==> config.mk <==
export PLATFORM = sky130hd
export DESIGN_NAME = multichannel_biquad_filter_unit
export DESIGN_NICKNAME = d
export VERILOG_FILES = /design/src/rtl/bqf_pkg.sv /design/src/rtl/multichannel_biquad_filter_unit.sv /design/src/rtl/bqf_ram.sv /design/src/rtl/bqf_mac.sv
export SDC_FILE = /design/constraint.sdc
export NUM_CORES = 2
export LEC_CHECK = 0
export BUFFER_PORTS_ARGS = -buffer_cell sky130_fd_sc_hd__buf_4
export CAP_MARGIN = 20
export CORE_MARGIN = 1.5
export CORE_UTILIZATION = 55
export CTS_CLUSTER_DIAMETER = 80
export DETAILED_ROUTE_END_ITERATION = 10
export PLACE_DENSITY = 0.71
export SLEW_MARGIN = 20
export SYNTH_ARGS = -nofsm -noshare
export SYNTH_HDL_FRONTEND = slang
export SYNTH_SLANG_ARGS = --single-unit
==> constraint.sdc <==
create_clock -name clk -period 10.3 [get_ports clk]
set_input_delay 2.06 -clock clk [delete_from_list [all_inputs] [get_ports clk]]
set_output_delay 2.06 -clock clk [all_outputs]
set_load 0.005 [all_outputs]
==> src/rtl/bqf_pkg.sv <==
package bqf_pkg;

    localparam int CHANNELS       = 8;
    localparam int SAMPLE_BITS    = 24;
    localparam int COEF_FRAC_BITS = 20;
    localparam int COEF_BITS      = 24;
    localparam int STATE_BITS     = 48;
    localparam int CHAN_BITS      = 3;
    localparam int CFG_IDX_BITS   = 3;

    localparam int ADDR_BITS       = (CHANNELS > 1) ? $clog2(CHANNELS) : 1;
    localparam int PROD_BITS       = COEF_BITS + SAMPLE_BITS;
    localparam int SUM_BITS        = ((PROD_BITS > STATE_BITS) ? PROD_BITS : STATE_BITS) + 2;
    localparam int STATE_PAIR_BITS = 2 * STATE_BITS;

    localparam logic [CFG_IDX_BITS-1:0] REG_B0 = CFG_IDX_BITS'(0);
    localparam logic [CFG_IDX_BITS-1:0] REG_B1 = CFG_IDX_BITS'(1);
    localparam logic [CFG_IDX_BITS-1:0] REG_B2 = CFG_IDX_BITS'(2);
    localparam logic [CFG_IDX_BITS-1:0] REG_A1 = CFG_IDX_BITS'(3);
    localparam logic [CFG_IDX_BITS-1:0] REG_A2 = CFG_IDX_BITS'(4);

    // unity gain in the coefficient format
    localparam logic signed [COEF_BITS-1:0] B0_RESET = COEF_BITS'(64'sd1 <<< COEF_FRAC_BITS);

    typedef enum logic [7:0] {
        S_IDLE = 8'b0000_0001,
        S_LOAD = 8'b0000_0010,
        S_ACC  = 8'b0000_0100,
        S_RND  = 8'b0000_1000,
        S_FB1  = 8'b0001_0000,
        S_FB2  = 8'b0010_0000,
        S_WB   = 8'b0100_0000,
        S_DONE = 8'b1000_0000
    } state_t;

    typedef struct packed {
        state_t step;
        logic   z_valid;
    } dp_ctrl_t;

    typedef struct packed {
        logic signed [COEF_BITS-1:0] b0;
        logic signed [COEF_BITS-1:0] b1;
        logic signed [COEF_BITS-1:0] b2;
        logic signed [COEF_BITS-1:0] a1;
        logic signed [COEF_BITS-1:0] a2;
    } coef_set_t;

endpackage

==> src/rtl/multichannel_biquad_filter_unit.sv <==
// Multichannel biquad filter, transposed direct form II, one section
// shared by all channels.
// Input channel: in_valid / in_stall carrying channel and sample_in.
// Output channel: out_valid / out_stall carrying channel_out and sample_out.
// Config channel: cfg_valid / cfg_ready, cfg_index selects b0, b1, b2, a1, a2
// (indexes 0 to 4, others ignored); cfg_ready is always high. Write only
// while no beat is in flight.
// Each beat steps through load, accumulate, round, two feedback steps,
// write-back and done before its result enters the output register, and
// no new beat is taken until the last one is through. The single multiplier
// forms the five products one per cycle around the state memory read and
// write-back. A channel with no state goes straight to the done step and
// returns zero, without writing the state memory.
// The output register frees the core: a result held by out_stall blocks
// only the next result from leaving, and the core stalls at its last step
// until the register frees up.
// Reset loads the coefficients with a pass-through filter and marks every
// channel's state as zero; no clearing pass is needed.
module multichannel_biquad_filter_unit import bqf_pkg::*; (
    input  logic                          clk,
    input  logic                          rst_n,
    input  logic                          in_valid,
    output logic                          in_stall,
    input  logic [CHAN_BITS-1:0]          channel,
    input  logic signed [SAMPLE_BITS-1:0] sample_in,
    output logic                          out_valid,
    input  logic                          out_stall,
    output logic [CHAN_BITS-1:0]          channel_out,
    output logic signed [SAMPLE_BITS-1:0] sample_out,
    input  logic                          cfg_valid,
    output logic                          cfg_ready,
    input  logic [CFG_IDX_BITS-1:0]       cfg_index,
    input  logic [COEF_BITS-1:0]          cfg_data
);

    state_t                        state_reg;
    state_t                        state_next;
    coef_set_t                     coef_reg;
    logic signed [SAMPLE_BITS-1:0] x_reg;
    logic [CHAN_BITS-1:0]          chan_reg;
    logic [ADDR_BITS-1:0]          addr_reg;
    logic                          range_reg;
    logic [CHANNELS-1:0]           valid_reg;
    logic                          out_valid_reg;
    logic [CHAN_BITS-1:0]          channel_out_reg;
    logic signed [SAMPLE_BITS-1:0] sample_out_reg;

    logic                          in_accept;
    logic                          in_range;
    logic                          out_free;
    logic                          ram_we;
    logic [STATE_PAIR_BITS-1:0]    state_rd;
    logic [STATE_PAIR_BITS-1:0]    state_wr;
    logic signed [SAMPLE_BITS-1:0] y;
    dp_ctrl_t                      ctrl;

    assign in_stall  = (state_reg != S_IDLE);
    assign in_accept = in_valid && !in_stall;
    assign in_range  = (int'(channel) < CHANNELS);
    assign out_free  = !out_valid_reg || !out_stall;
    assign ram_we    = (state_reg == S_WB);
    assign cfg_ready = 1'b1;

    always_comb
    begin
        state_next = state_reg;
        unique case (state_reg)
            S_IDLE:
            begin
                if (in_accept)
                begin
                    state_next = in_range ? S_LOAD : S_DONE;
                end
            end
            S_LOAD: state_next = S_ACC;
            S_ACC:  state_next = S_RND;
            S_RND:  state_next = S_FB1;
            S_FB1:  state_next = S_FB2;
            S_FB2:  state_next = S_WB;
            S_WB:   state_next = S_DONE;
            S_DONE:
            begin
                if (out_free)
                begin
                    state_next = S_IDLE;
                end
            end
            default: state_next = S_IDLE;
        endcase
    end

    always_ff @(posedge clk or negedge rst_n)
    begin
        if (!rst_n)
        begin
            state_reg     <= S_IDLE;
            valid_reg     <= '0;
            out_valid_reg <= 1'b0;
            coef_reg.b0   <= B0_RESET;
            coef_reg.b1   <= '0;
            coef_reg.b2   <= '0;
            coef_reg.a1   <= '0;
            coef_reg.a2   <= '0;
        end
        else
        begin
            state_reg <= state_next;
            if (ram_we)
            begin
                valid_reg[addr_reg] <= 1'b1;
            end
            if (state_reg == S_DONE && out_free)
            begin
                out_valid_reg <= 1'b1;
            end
            else if (!out_stall)
            begin
                out_valid_reg <= 1'b0;
            end
            if (cfg_valid && cfg_ready)
            begin
                unique case (cfg_index)
                    REG_B0:  coef_reg.b0 <= cfg_data;
                    REG_B1:  coef_reg.b1 <= cfg_data;
                    REG_B2:  coef_reg.b2 <= cfg_data;
                    REG_A1:  coef_reg.a1 <= cfg_data;
                    REG_A2:  coef_reg.a2 <= cfg_data;
                    default:
                    begin
                    end
                endcase
            end
        end
    end

    // beat payload and held result
    always_ff @(posedge clk)
    begin
        if (in_accept)
        begin
            x_reg     <= sample_in;
            chan_reg  <= channel;
            addr_reg  <= ADDR_BITS'(channel);
            range_reg <= in_range;
        end
        if (state_reg == S_DONE && out_free)
        begin
            channel_out_reg <= chan_reg;
            sample_out_reg  <= range_reg ? y : '0;
        end
    end

    assign ctrl.step    = state_reg;
    assign ctrl.z_valid = valid_reg[addr_reg];

    bqf_ram #(
        .WIDTH (STATE_PAIR_BITS),
        .DEPTH (CHANNELS)
    ) u_state_ram (
        .clk   (clk),
        .we    (ram_we),
        .waddr (addr_reg),
        .wdata (state_wr),
        .raddr (ADDR_BITS'(channel)),
        .rdata (state_rd)
    );

    bqf_mac u_mac (
        .clk      (clk),
        .ctrl     (ctrl),
        .coef     (coef_reg),
        .x        (x_reg),
        .state_rd (state_rd),
        .state_wr (state_wr),
        .y        (y)
    );

    assign out_valid   = out_valid_reg;
    assign channel_out = channel_out_reg;
    assign sample_out  = sample_out_reg;

`ifndef SYNTH
    a_wb_in_range: assert property (@(posedge clk) disable iff (!rst_n)
        ram_we |-> range_reg)
        else $error("state write-back for a channel with no state");

    a_out_from_done: assert property (@(posedge clk) disable iff (!rst_n)
        $rose(out_valid_reg) |-> $past(state_reg == S_DONE))
        else $error("result raised outside the final step");

    a_valid_only_on_wb: assert property (@(posedge clk) disable iff (!rst_n)
        (state_reg != S_WB) |=> $stable(valid_reg))
        else $error("state valid bits changed without a write-back");
`endif

endmodule

==> src/rtl/bqf_ram.sv <==
module bqf_ram #(
    parameter int WIDTH = 8,
    parameter int DEPTH = 8
) (
    input  logic                                      clk,
    input  logic                                      we,
    input  logic [((DEPTH > 1) ? $clog2(DEPTH) : 1)-1:0] waddr,
    input  logic [WIDTH-1:0]                          wdata,
    input  logic [((DEPTH > 1) ? $clog2(DEPTH) : 1)-1:0] raddr,
    output logic [WIDTH-1:0]                          rdata
);

    logic [WIDTH-1:0] mem_reg [DEPTH];
    logic [WIDTH-1:0] rdata_reg;

    always_ff @(posedge clk)
    begin
        if (we)
        begin
            mem_reg[waddr] <= wdata;
        end
        rdata_reg <= mem_reg[raddr];
    end

    assign rdata = rdata_reg;

endmodule

==> src/rtl/bqf_mac.sv <==
module bqf_mac import bqf_pkg::*; (
    input  logic                               clk,
    input  dp_ctrl_t                           ctrl,
    input  coef_set_t                          coef,
    input  logic signed [SAMPLE_BITS-1:0]      x,
    input  logic        [STATE_PAIR_BITS-1:0]  state_rd,
    output logic        [STATE_PAIR_BITS-1:0]  state_wr,
    output logic signed [SAMPLE_BITS-1:0]      y
);

    localparam logic signed [SUM_BITS-1:0] HALF = SUM_BITS'(64'sd1 <<< (COEF_FRAC_BITS - 1));
    localparam logic signed [SUM_BITS-1:0] SMP_MAX =
        SUM_BITS'((64'sd1 <<< (SAMPLE_BITS - 1)) - 64'sd1);
    localparam logic signed [SUM_BITS-1:0] SMP_MIN = -SMP_MAX - SUM_BITS'(1);
    localparam logic signed [SUM_BITS-1:0] ST_MAX =
        SUM_BITS'((64'sd1 <<< (STATE_BITS - 1)) - 64'sd1);
    localparam logic signed [SUM_BITS-1:0] ST_MIN = -ST_MAX - SUM_BITS'(1);

    function automatic logic signed [SAMPLE_BITS-1:0] sat_sample(
        input logic signed [SUM_BITS-1:0] v
    );
        logic signed [SUM_BITS-1:0] c;
        begin
            c = v;
            if (v > SMP_MAX)
            begin
                c = SMP_MAX;
            end
            else if (v < SMP_MIN)
            begin
                c = SMP_MIN;
            end
            return c[SAMPLE_BITS-1:0];
        end
    endfunction

    function automatic logic signed [STATE_BITS-1:0] sat_state(
        input logic signed [SUM_BITS-1:0] v
    );
        logic signed [SUM_BITS-1:0] c;
        begin
            c = v;
            if (v > ST_MAX)
            begin
                c = ST_MAX;
            end
            else if (v < ST_MIN)
            begin
                c = ST_MIN;
            end
            return c[STATE_BITS-1:0];
        end
    endfunction

    logic signed [COEF_BITS-1:0]   mul_a;
    logic signed [SAMPLE_BITS-1:0] mul_b;
    logic signed [PROD_BITS-1:0]   prod_reg;
    logic signed [STATE_BITS-1:0]  z1_reg;
    logic signed [STATE_BITS-1:0]  z2_reg;
    logic signed [SUM_BITS-1:0]    acc_reg;
    logic signed [SUM_BITS-1:0]    t1_reg;
    logic signed [PROD_BITS-1:0]   t2_reg;
    logic signed [STATE_BITS-1:0]  z1n_reg;
    logic signed [SAMPLE_BITS-1:0] y_reg;
    logic signed [SUM_BITS-1:0]    prod_ext;
    logic signed [SUM_BITS-1:0]    rnd_sum;
    logic signed [SUM_BITS-1:0]    rnd_shift;

    // one shared multiplier, operands picked by the sequencer step
    always_comb
    begin
        unique case (ctrl.step)
            S_LOAD:
            begin
                mul_a = coef.b0;
                mul_b = x;
            end
            S_ACC:
            begin
                mul_a = coef.b1;
                mul_b = x;
            end
            S_RND:
            begin
                mul_a = coef.b2;
                mul_b = x;
            end
            S_FB1:
            begin
                mul_a = coef.a1;
                mul_b = y_reg;
            end
            S_FB2:
            begin
                mul_a = coef.a2;
                mul_b = y_reg;
            end
            default:
            begin
                mul_a = coef.b0;
                mul_b = x;
            end
        endcase
    end

    assign prod_ext  = SUM_BITS'(prod_reg);
    assign rnd_sum   = acc_reg + HALF;
    assign rnd_shift = rnd_sum >>> COEF_FRAC_BITS;

    always_ff @(posedge clk)
    begin
        prod_reg <= mul_a * mul_b;
        unique case (ctrl.step)
            S_LOAD:
            begin
                // an entry never written since reset reads as zero
                z1_reg <= ctrl.z_valid ? state_rd[STATE_PAIR_BITS-1:STATE_BITS] : '0;
                z2_reg <= ctrl.z_valid ? state_rd[STATE_BITS-1:0] : '0;
            end
            S_ACC:
            begin
                acc_reg <= prod_ext + SUM_BITS'(z1_reg);
            end
            S_RND:
            begin
                y_reg  <= sat_sample(rnd_shift);
                t1_reg <= prod_ext + SUM_BITS'(z2_reg);
            end
            S_FB1:
            begin
                t2_reg <= prod_reg;
            end
            S_FB2:
            begin
                z1n_reg <= sat_state(t1_reg - prod_ext);
            end
            default:
            begin
            end
        endcase
    end

    assign state_wr = {z1n_reg, sat_state(SUM_BITS'(t2_reg) - prod_ext)};
    assign y        = y_reg;

endmodule
==> results.cfg <==
[worst_setup_path]
slowest_stage = fa_1
critPathMostFrequentCell = fa_1
r2r_cells = 31
cp_max_fo = 24
crit_type = reg2reg
start_kind = flip-flop
crit_path_end_kind = flip-flop
slowest_delay_ns = 0.61
cp_data_arrival_time_ns = 10.36
crit_required_ns = 11.01

[cts]
root_buffer = clkbuf_16
cts_hold_buf = 0
cts_tree = done
numCtsBuffers = 147
clk_latency_ns = 0.80
clockBufferDepth = 3
cts_htree_levels = 4
clkTransAtPathRegs_ns = 0.06
cts.sinks = 1398

[detailed_routing]
antenna_left = 0
totalWireLength_um = 198000
wl_per_cell_um = 24.0
vias = 48739
drcViolationCount = 0
dr.pass1.iters = 5
dr.first_iter.drc_count = 3952
via_per_inst = 5.92

[cells_and_area]
seqCellArea_um2 = 39900
largest_reg_flops = 768
diodes = 0
final_cells = 8234
multi_input_area_um2 = 37400
drive_above_1_share_pct = 15.2
area_growth_pct = 10.5
nNetsFinal = 7188
num-fill-cells = 10969

[synth]
synth_top_family_by_area = adder cells
synthSimpleGateAreaFrac_pct = 7.79
syn_inst = 6071
yosysTopAreaCellShare_pct = 41.7
synthTopCellsByCount = edfxtp_1 (1117), inv_1 (691), fa_1 (610)
synthMuxAreaShare_pct = 8.99
synth.distinct_cells = 105
ys_top_cells_by_area = edfxtp_1 (42%), fa_1 (15%), mux4_2 (5.4%)
synth-seq-cells = 1398
seq_area_frac_synth_pct = 49.5
syn_area_um2 = 80500
synth_edf_count = 1117
synth_area_leader_cell = edfxtp_1
synth_ff_type = edfxtp_1
syn_avg_cell_area_um2 = 13.3
yosys.area_share.adder_pct = 20.4
synth_compound_area_share_pct = 6.50
synth_xor_area_share_pct = 2.49
async_reset_ff_share_pct = 9.80
ys_warn_count = 0
synth.net_count = 7067
yosysMostFrequentCell = edfxtp_1

[die]
die_w_um = 386
die_h_um = 386
coreArea_um2 = 146000
io_pins = 89
die_area_um2 = 149000
core.rowCount = 140
start_util_pct = 55.3

[global_route]
antenna_found_initial = 3
grt-ovfl-total = 0
gr-usage-all-layers_pct = 27.4
grt_max_degree = 129
grt_pass1_wl_um = 306000
first_global_vias = 50629

[timing]
setup_viol = 0
min_period_over_period_pct = 93.7
worst_slack_ns = 0.644
fmax_mhz = 104
tns_ns = 0
drv_slew = 0
finClkSkew_ns = 0.0366
whs_ns = 0.456
slew_headroom_pct = 27.8
rsz0062_at_grt = false
final_hold_viol_count = 0
worst_slew_pin_slew_ns = 1.07
fin_crit_ns = 9.66

[place]
numPlacedInstances = 7957
pre_cts_ws_ns = 0.376
dp_hpwl_um = 137000
globalplace.congestion = 1.01
numPortBuffers = 87

[worst_hold_path]
hold_path_class = reg2reg
whs_path_depth = 0

[run]
drv_cap = 0

[status]
outcome = complete, no violations
[layout make-up]
| class | instances | area share, % |
|---|---|---|
| clock buffer | 196 | 4.55 |
| sequential | 1398 | 44.8 |
| inverter | 692 | 2.92 |
| clock inverter | 78 | 1.18 |
| multi-input combinational | 3762 | 42.0 |
| timing repair buffer | 191 | 1.83 |
| tap | 1917 | 2.70 |
[worst paths after layout]
| check | startpoint | endpoint | slack (ns) |
|---|---|---|---|
| worst max-delay path | state_reg[3] | u_mac.prod_reg[46] | 0.64 |
| worst min-delay path | u_mac.y[4] | sample_out[4] | 0.46 |
| worst max register to register | state_reg[3] | u_mac.prod_reg[46] | 0.64 |
| worst min register to register | u_mac.y[4] | sample_out[4] | 0.46 |
| max in group asynchronous | rst_n | coef_reg[42] | 7.68 |
| min in group asynchronous | rst_n | coef_reg[31] | 1.25 |
[logic make-up (layout without fill, tap and decap cells)]
family / Yosys count / after routing
other cells: 1 / 1
mux: 451 / 451
buf+inv: 911 / 1157
compound gates: 791 / 791
fa+ha+maj: 949 / 949
xor+xnor: 229 / 229
flops: 1398 / 1398
simple gates: 1341 / 1341
[worst max-delay path: cells and delay by family (launching register included)]
kind	cells	cell delay [ns]
xor+xnor	1	0.17
buf+inv	5	0.61
simple gates	8	2.00
compound gates	9	2.18
flops	1	0.44
fa+ha+maj	8	4.10
[metal layers]
| layer | track usage (%) | share of wire [%] |
|---|---|---|
| met1 | 38.0 | 42 |
| met2 | 43.8 | 47 |
| met3 | 5.16 | 7.9 |
| met4 | 9.60 | 3.5 |
| met5 | 0 | 0.0066 |
[metrics by stage]
| stage | utilization (%) | area, um2 |
|---|---|---|
| global route | 61.1 | 89000 |
| finish | 61.1 | 89000 |
| detailed placement | 57.6 | 83800 |
| floorplan | - | 80500 |
| global placement | 57.6 | 83800 |
| CTS | 61.1 | 88900 |
[cell usage in the layout (no fill, tap or decap), drive strengths merged, types with 41 or more instances in the layout]
cell / instances
a21o: 153
a21oi: 221
a22oi: 50
and3: 50
buf: 190
clkbuf: 197
clkinv: 49
dfrtp: 135
dfxtp: 144
edfxtp: 1117
fa: 610
ha: 327
inv: 701
mux2: 237
mux4: 194
nand2: 401
nand3: 65
nor2: 443
nor2b: 137
nor3: 47
o21ai: 143
or2: 41
xnor2: 149
xor2: 80
[repair_timing]
action / CTS / global route
endpoints found under the setup margin: 0 / 4
hold endpoints to repair: 0 / 0
gates resized for setup: 0 / 3
setup buffers: 0 / 3
Power is left out: the tool's default activity adds up to more than one toggle a clock period on the data nets, which glitch-free logic cannot reach.
